### src/rtl/core/c3rb_pkg.sv
// Shared types, register codes and constants of the 3x3 replicate-border convolution.
`default_nettype none

package c3rb_pkg;

  localparam int MAX_WIDTH_DEF = 1024;
  localparam int KERNEL        = 3;
  localparam int TAPS          = KERNEL * KERNEL;

  localparam int CFG_INDEX_W  = 3;
  localparam int CFG_DATA_W   = 64;
  localparam int IMG_WIDTH_W  = 11;
  localparam int IMG_HEIGHT_W = 16;
  localparam int SAMPLE_W     = 16;
  localparam int COEFF_W      = 16;
  localparam int RESULT_W     = 24;
  localparam int ROW_W        = 16;
  localparam int OUT_COL_W    = 10;

  localparam int RST_IMAGE_WIDTH  = 1024;
  localparam int RST_IMAGE_HEIGHT = 1024;

  // Q8.8 times Q4.12 gives Q12.20; the result is Q16.8.
  localparam int FRAC_SHIFT = 12;
  localparam int ROUND_BIAS = 2048;
  localparam int PROD_W     = SAMPLE_W + COEFF_W;
  localparam int SUM3_W     = PROD_W + 2;
  localparam int ACC_W      = PROD_W + 4;
  localparam int SAT_MAX    = 8388607;
  localparam int SAT_MIN    = -8388608;

  localparam int RES_FIFO_DEPTH = 8;
  localparam int RES_FIFO_AW    = $clog2(RES_FIFO_DEPTH);
  localparam int RES_FIFO_CW    = $clog2(RES_FIFO_DEPTH + 1);

  typedef enum logic [CFG_INDEX_W-1:0] {
    REG_IMAGE_WIDTH  = 3'd0,
    REG_IMAGE_HEIGHT = 3'd1,
    REG_COEFFS_LOW   = 3'd2,
    REG_COEFFS_MID   = 3'd3,
    REG_COEFF_LAST   = 3'd4
  } cfg_reg_t;

  typedef logic signed [SAMPLE_W-1:0] sample_t;
  typedef logic signed [COEFF_W-1:0]  coeff_t;

  typedef struct packed {
    logic [ROW_W-1:0]     row;
    logic [OUT_COL_W-1:0] col;
    logic                 last;
  } res_tag_t;

  typedef struct packed {
    logic signed [RESULT_W-1:0] value;
    res_tag_t                   tag;
  } result_t;

  // One line-store entry: the previous row and the row before it at one column.
  typedef struct packed {
    sample_t older;
    sample_t prev;
  } line_pair_t;

endpackage

`default_nettype wire

### src/rtl/core/c3rb_out_fifo.sv
// Result queue between the multiply pipeline and the output channel.
`default_nettype none

module c3rb_out_fifo
  import c3rb_pkg::*;
(
  input  logic    clk,
  input  logic    rst,
  input  logic    push,
  input  result_t din,
  input  logic    pop,
  output logic    valid,
  output result_t dout
);

  result_t                 slots [RES_FIFO_DEPTH];
  logic [RES_FIFO_AW-1:0]  wr_ptr;
  logic [RES_FIFO_AW-1:0]  rd_ptr;
  logic [RES_FIFO_CW-1:0]  count;

  always_ff @(posedge clk) begin
    if (push) begin
      slots[wr_ptr] <= din;
    end
  end

  always_ff @(posedge clk) begin
    if (rst) begin
      wr_ptr <= '0;
      rd_ptr <= '0;
      count  <= '0;
    end else begin
      if (push) begin
        wr_ptr <= wr_ptr + 1'b1;
      end
      if (pop) begin
        rd_ptr <= rd_ptr + 1'b1;
      end
      case ({push, pop})
        2'b10:   count <= count + 1'b1;
        2'b01:   count <= count - 1'b1;
        default: count <= count;
      endcase
    end
  end

  assign valid = (count != '0);
  assign dout  = slots[rd_ptr];

endmodule

`default_nettype wire

### config.mk
export PLATFORM = sky130hd
export DESIGN_NAME = c3rb_out_fifo
export DESIGN_NICKNAME = d
export VERILOG_FILES = /design/src/rtl/core/c3rb_pkg.sv /design/src/rtl/core/c3rb_out_fifo.sv
export SDC_FILE = /design/constraint.sdc
export NUM_CORES = 1
export LEC_CHECK = 0
export BUFFER_PORTS_ARGS = -buffer_cell sky130_fd_sc_hd__buf_2
export CAP_MARGIN = 40
export CORE_UTILIZATION = 47
export CTS_CLUSTER_SIZE = 25
export DETAILED_ROUTE_END_ITERATION = 16
export PLACE_DENSITY = 0.72
export SLEW_MARGIN = 20
export SYNTH_ARGS = -nofsm -noshare
export SYNTH_HDL_FRONTEND = slang
export SYNTH_SLANG_ARGS = --single-unit
### constraint.sdc
create_clock -name clk -period 13.5 [get_ports clk]
set_clock_uncertainty 0.2 [all_clocks]
set_input_delay 0.675 -clock clk [delete_from_list [all_inputs] [get_ports clk]]
set_output_delay 0.675 -clock clk [all_outputs]
set_load 0.05 [all_outputs]
==> results of run 1 <==
## sequential cells by signal, summed over array words and instances (netlist names), named ones only
signal	flops
wr_ptr	3
count	4
rd_ptr	3
slots	408
## cells in the final DEF (no fill, tap or decap), drive strengths merged, types with 3 or more instances in the layout
cell type  instances
edfxtp           408
clkinvlp           5
mux2i              3
mux4             102
clkinv            13
clkbuf            58
mux2              53
nand2              5
nor2              16
nand2b             3
diode              3
xor2               5
nor3               3
buf              128
dfxtp             13
ha                 5
## per-stage QoR
| step | area, um^2 | power (uW) | utilization, % |
|---|---|---|---|
| after floorplan | 15900 | 1750 | - |
| after global placement | 17000 | 1820 | 50.8 |
| after detailed placement | 17200 | 1830 | 51.4 |
| after CTS | 18500 | 2930 | 55.3 |
| after global routing | 18500 | 2990 | 55.4 |
| final | 18500 | 2900 | 55.4 |
## cells in the mapped netlist
cell,n
a21oi_1,2
a41oi_1,1
buf_1,1
buf_2,6
buf_4,1
buf_6,8
clkbuf_1,14
dfxtp_1,13
edfxtp_1,408
ha_1,5
inv_1,1
mux2_1,1
mux2_2,52
mux2i_1,3
mux4_2,102
nand2_1,5
nand2b_1,3
nor2_1,16
nor2b_1,1
nor3_1,3
nor4b_1,1
o21ai_0,1
o41ai_1,1
or3_1,1
or4_1,1
xnor2_1,2
xor2_1,5
## worst max-delay path: cells and delay by family (launching register included)
kind | cells | cell delay [ns]
buffers and inverters | 3 | 0.84
flip-flops | 1 | 0.65
multiplexers | 2 | 0.82
## cell families after synthesis
group | after synthesis | synth area share [%]
flip-flops | 421 | 78.6
multiplexers | 158 | 18.4
buffers and inverters | 31 | 1.18
AND/OR/NAND/NOR | 31 | 0.888
XOR/XNOR | 7 | 0.385
AO/OA/AOI/OAI | 5 | 0.204
adder cells (fa/ha/maj) | 5 | 0.393
## layout make-up
cell class / count / area (um^2) / share of cell area [%]
tap: 448 / 561 / 3.02
antenna: 3 / 7.51 / 0.0405
clock buffer: 58 / 1170 / 6.34
timing repair buffer: 128 / 861 / 4.64
sequential: 421 / 12500 / 67.5
inverter: 1 / 3.75 / 0.0202
multi-input combinational: 206 / 3280 / 17.7
clock inverter: 20 / 136 / 0.735
## routing by layer
layer	GRT usage [%]	part of all wire, %
met1	24.7	44
met2	28.5	48
met4	5.02	2.2
met3	4.07	5.2
met5	0	0.12
## worst paths after layout
check | to | slack [ns] | cells after the start
hold / removal | slots[6][34] | 0.21 | 1
setup / recovery | dout[39] | 9.74 | 5
hold reg to reg | rd_ptr[2] | 0.33 | 2
setup reg to reg | slots[1][12] | 10.98 | 3
## power groups by stage
stage,clock network [uW],registers (uW),logic [uW]
floorplan,0,1510,239
global placement,0,1520,301
detailed placement,0,1510,313
CTS,1130,1490,314
global route,1170,1490,332
finish,1100,1490,311
==> run_results.csv, run 1 <==
group,metric,value,unit
outcome,outcome,"complete, no violations",
global_routing,grt_pass1_wl,45.0,mm
timing,slew_headroom,49.6,%
floorplanning,die_x,186,um
clock_tree,hold_buffers,0,
critical_path,crit_type,"flip-flop to primary output",
global_routing,grt_pass1_vias,7512,
synth,synth.area.top_cells,"edfxtp_1 (77%), mux4_2 (14%), mux2_2 (3.7%)",
timing,finalWorstPathRequiredPeriod,3.76,ns
clock_tree,cts_buffer_depth,3,
timing,tns,0,ns
hold_path,hold_start,"din[34]",
cells_and_area,instances_no_fill,1285,
synth,synth_top_area_share,77.0,%
hold_path,hp-class,"primary input to flip-flop",
clock_tree,htreeDepth,2,
timing,hold_violations,0,
power,p_int,2220,uW
synth,yosys.area.top_type,"edfxtp_1",
clock_tree,clk_pin_slew,0.06,ns
power,comb_power_share,10.8,%
routing,vias_per_cell,5.47,
placed_design,pre_cts_slack,10.03,ns
timing,maxSlewViolCount,0,
flow_run,cap_violations,0,
critical_path,critPathMaxStageDelay,0.65,ns
floorplanning,dieArea,34600,um^2
placed_design,hpwlAfterDp,16.5,mm
timing,holdWs,0.211,ns
floorplanning,start_util,47.6,%
power,powerDensity,156,nW/um^2
timing,fmax,0.266,GHz
routing,drtIter0Drc,447,
placed_design,place_congestion,0.702,
synth,synth_cell_types,27,
synth,syn_area,15900,um^2
routing,wire_per_inst,23.1,um
timing,setup_ws,9.74,ns
routing,drt-pass1-iter-count,4,
critical_path,critPathSlowestCell,"dfxtp_4",
power,leakagePower,0.00593,uW
global_routing,antenna_found_initial,5,
floorplanning,coreArea,33400,um^2
global_routing,grt_overflow,0,
clock_tree,root_buffer,"clkbuf_16",
placed_design,dp.cells,1203,
critical_path,path_cells,"buf_4 -> buf_16 -> mux4_2 -> mux2_2 -> buf_2",
power,swShare,23.5,%
clock_tree,insertion_delay,0.53,ns
power,ir_drop,0.0744,mV
synth,syn_area_per_cell,24.2,um^2
placed_design,portBuffers,106,
critical_path,cp_data_required_time,12.62,ns
clock_tree,post_cts_buffers,0,
routing,route.detailed.drc,0,
critical_path,setup.worst_path.end_class,"primary output",
power,p_sw,680,uW
power,clock_power_share,37.9,%
routing,wl,29.7,mm
synth,postSynthCellCount,658,
clock_tree,cts-resized-gates,0,
synth,yosysWarnings,0,
cells_and_area,nFillCells,2442,
critical_path,worst-path-max-fanout,32,
synth,synth_nets,718,
timing,fin_crit_sh,27.8,%
synth,seq_area_frac_synth,78.6,%
critical_path,crit_arrival,2.88,ns
clock_tree,cts_tree,"done",
power,sequentialPowerShare,51.3,%
cells_and_area,final_nets,861,
cells_and_area,drive_gt1_share,42.1,%
cells_and_area,area_delta_synth_final,16.5,%
timing,setup_viol,0,
global_routing,track_usage,17.8,%
synth,ys_seq_elements,421,
global_routing,grt_max_degree,43,
clock_tree,cts_sinks,421,
routing,vias,7032,
timing,rsz0062_at_grt,"no",
timing,tightest_slew,0.754,ns
floorplanning,io_pins,107,
critical_path,r2r_start,"wr_ptr[2]",
floorplanning,rows,67,
clock_tree,numCtsBuffers,43,
routing,ant_nets,0,
floorplanning,die_y,186,um
critical_path,critPathLaunchType,"flip-flop",
Note: power is estimated with default switching activity, not from simulation.
==> run 2, diff against run 1 <==
--- a/config.mk
+++ b/config.mk
@@ -10,7 +10,7 @@
 export CORE_UTILIZATION = 47
 export CTS_CLUSTER_SIZE = 25
 export DETAILED_ROUTE_END_ITERATION = 16
-export PLACE_DENSITY = 0.72
+export PLACE_DENSITY = 0.75
 export SLEW_MARGIN = 20
 export SYNTH_ARGS = -nofsm -noshare
 export SYNTH_HDL_FRONTEND = slang
==> constraint.sdc (replaced) <==
create_clock -name clk -period 3.3 [get_ports clk]
set_clock_uncertainty 0.2 [all_clocks]
set_input_delay 0.165 -clock clk [delete_from_list [all_inputs] [get_ports clk]]
set_output_delay 0.165 -clock clk [all_outputs]
set_load 0.05 [all_outputs]
==> run 2 against run 1 <==
  * Via count grew 3.6%
  * Wire length grew 1.5%
  * Sequential share of layout area decreased by 1.8 points
  * Clock power grew to 4.1 times the previous value
  * Critical path depth is 1 lower
  * Die area stayed put
  * Cell area grew 2.7%
  * Global-route usage fell by 0.11 points
  * Hold slack better by 0.031 ns
==> run_results.csv, run 2 (synthesis results as in run 1) <==
group,metric,value,unit
global_routing,track_usage,17.7,%
timing,finalWorstPathRequiredPeriod,2.82,ns
floorplanning,start_util,47.6,%
flow_run,cap_violations,0,
hold_path,hold_start,"din[13]",
routing,ant_nets,0,
clock_tree,cts_tree,"done",
cells_and_area,layout.cells.most_common,"edfxtp_1",
clock_tree,cts_buffer_depth,3,
placed_design,hpwlAfterDp,16.2,mm
cells_and_area,area_delta_synth_final,19.6,%
floorplanning,io_pins,107,
cells_and_area,reg.largest.list,"slots x408, count x4",
floorplanning,rows,67,
timing,fin_crit_sh,85.6,%
clock_tree,clk_pin_slew,0.06,ns
routing,wl,30.1,mm
critical_path,critPathBufInv,2,
timing,rsz0062_at_grt,"no",
routing,vias_per_cell,5.46,
timing,slew_headroom,54.6,%
cells_and_area,instances_no_fill,1335,
placed_design,dp.cells,1208,
timing,holdWs,0.241,ns
cells_and_area,final_nets,919,
cells_and_area,top_register,"slots",
routing,vias,7283,
global_routing,antenna_found_initial,3,
placed_design,portBuffers,106,
global_routing,grt_overflow,0,
power,sequentialPowerShare,50.9,%
routing,route.detailed.drc,0,
power,total_power,12000,uW
floorplanning,die_x,186,um
timing,fmax,0.354,GHz
cells_and_area,largest_reg_flops,408,
critical_path,critPathMaxStageDelay,0.55,ns
cells_and_area,final_cell_mix,"edfxtp_1 (408), buf_2 (106), mux4_2 (102)",
power,clock_power_share,37.9,%
power,p_int,9210,uW
critical_path,critPathLaunchType,"flip-flop",
power,ir_drop,0.485,mV
critical_path,crit_arrival,2.46,ns
critical_path,critPathSlowestCell,"mux4_2",
critical_path,cpLargestDelayFamily,"multiplexers",
critical_path,setup.worst_path.end_class,"primary output",
routing,wire_per_inst,22.6,um
floorplanning,coreArea,33400,um^2
hold_path,hp-class,"primary input to flip-flop",
power,swShare,23.0,%
timing,setup_viol,0,
power,leakagePower,0.00616,uW
global_routing,grt_max_degree,50,
critical_path,crit_type,"flip-flop to primary output",
floorplanning,dieArea,34600,um^2
clock_tree,insertion_delay,0.53,ns
floorplanning,die_y,186,um
critical_path,worst-path-max-fanout,34,
power,powerDensity,628,nW/um^2
critical_path,cp_data_required_time,2.93,ns
power,comb_power_share,11.2,%
clock_tree,numCtsBuffers,42,
outcome,outcome,"complete, no violations",
placed_design,place_congestion,0.702,
timing,tightest_slew,0.681,ns
global_routing,grt_pass1_wl,44.9,mm
clock_tree,cts-resized-gates,0,
routing,drt-pass1-iter-count,5,
critical_path,r2r_start,"wr_ptr[0]",
cells_and_area,final_core_util,56.9,%
clock_tree,htreeDepth,2,
cells_and_area,drive_gt1_share,39.8,%
timing,hold_violations,0,
critical_path,path_cells,"buf_12 -> mux4_2 -> mux2_2 -> buf_2",
timing,maxSlewViolCount,0,
global_routing,grt_pass1_vias,7589,
clock_tree,root_buffer,"clkbuf_16",
cells_and_area,nFillCells,2440,
power,p_sw,2740,uW
clock_tree,cts_sinks,421,
routing,drtIter0Drc,593,
-- run 2: cell types whose count changed in the layout (fill, tap and decap cells not counted), moves of 3 or more --
cell           delta
buf_12            +3
buf_16            -6
buf_4             +7
bufinv_16         +3
clkbuf_1          -6
clkinvlp_4        -4
dlygate4sd3_1    +55
-- run 2: path summary, 6_finish.rpt --
kind	endpoint	slack (ns)	depth (start not counted)
worst max-delay path	dout[40]	0.48	4
worst min-delay path	slots[2][13]	0.24	2
worst max register to register	slots[1][11]	1.13	3
worst min register to register	wr_ptr[2]	0.33	2
-- run 2: power by group through the flow --
stage / Clock, uW / Sequential, uW / Combinational (uW)
final: 4530 / 6080 / 1340
after global routing: 4820 / 6090 / 1430
after CTS: 4640 / 6080 / 1360
after detailed placement: 0 / 6190 / 1300
after global placement: 0 / 6190 / 1280
after floorplan: 0 / 6160 / 978
-- run 2: layout make-up --
class                           instances  area, um^2  area share (%)
Tap cell                              448         561            2.94
Timing Repair Buffer                  187        1360            7.14
Inverter                                1        3.75          0.0197
Clock buffer                           50        1100            5.79
Clock inverter                         20         196            1.03
Antenna cell                            2        5.00          0.0263
Multi-Input combinational cell        206        3290            17.3
Sequential cell                       421       12500            65.8
-- run 2: through the flow --
stage / setup slack [ns] / setup TNS [ns] / instance area (um^2)
6_report: 0.475 / 0 / 19000
3_5_place_dp: 0.986 / 0 / 17200
3_3_place_gp: 0.982 / 0 / 17200
4_1_cts: 0.416 / 0 / 19000
2_1_floorplan: -0.0527 / -12.63 / 15900
5_1_grt: 0.344 / 0 / 19000
-- run 2: timing repair --
item                      CTS  global route
hold buffers               55             0
buffers inserted            0             0
hold endpoints to repair  421             0
-- run 2: layer usage --
layer	routed length [um]	share of wire [%]	track usage, %	up-vias
li1	-	-	-	3189
met1	13100	43	24.4	3840
met2	14900	49	29.3	207
met3	1700	5.6	3.35	45
met4	466	1.5	4.33	2
met5	8	0.027	0	-
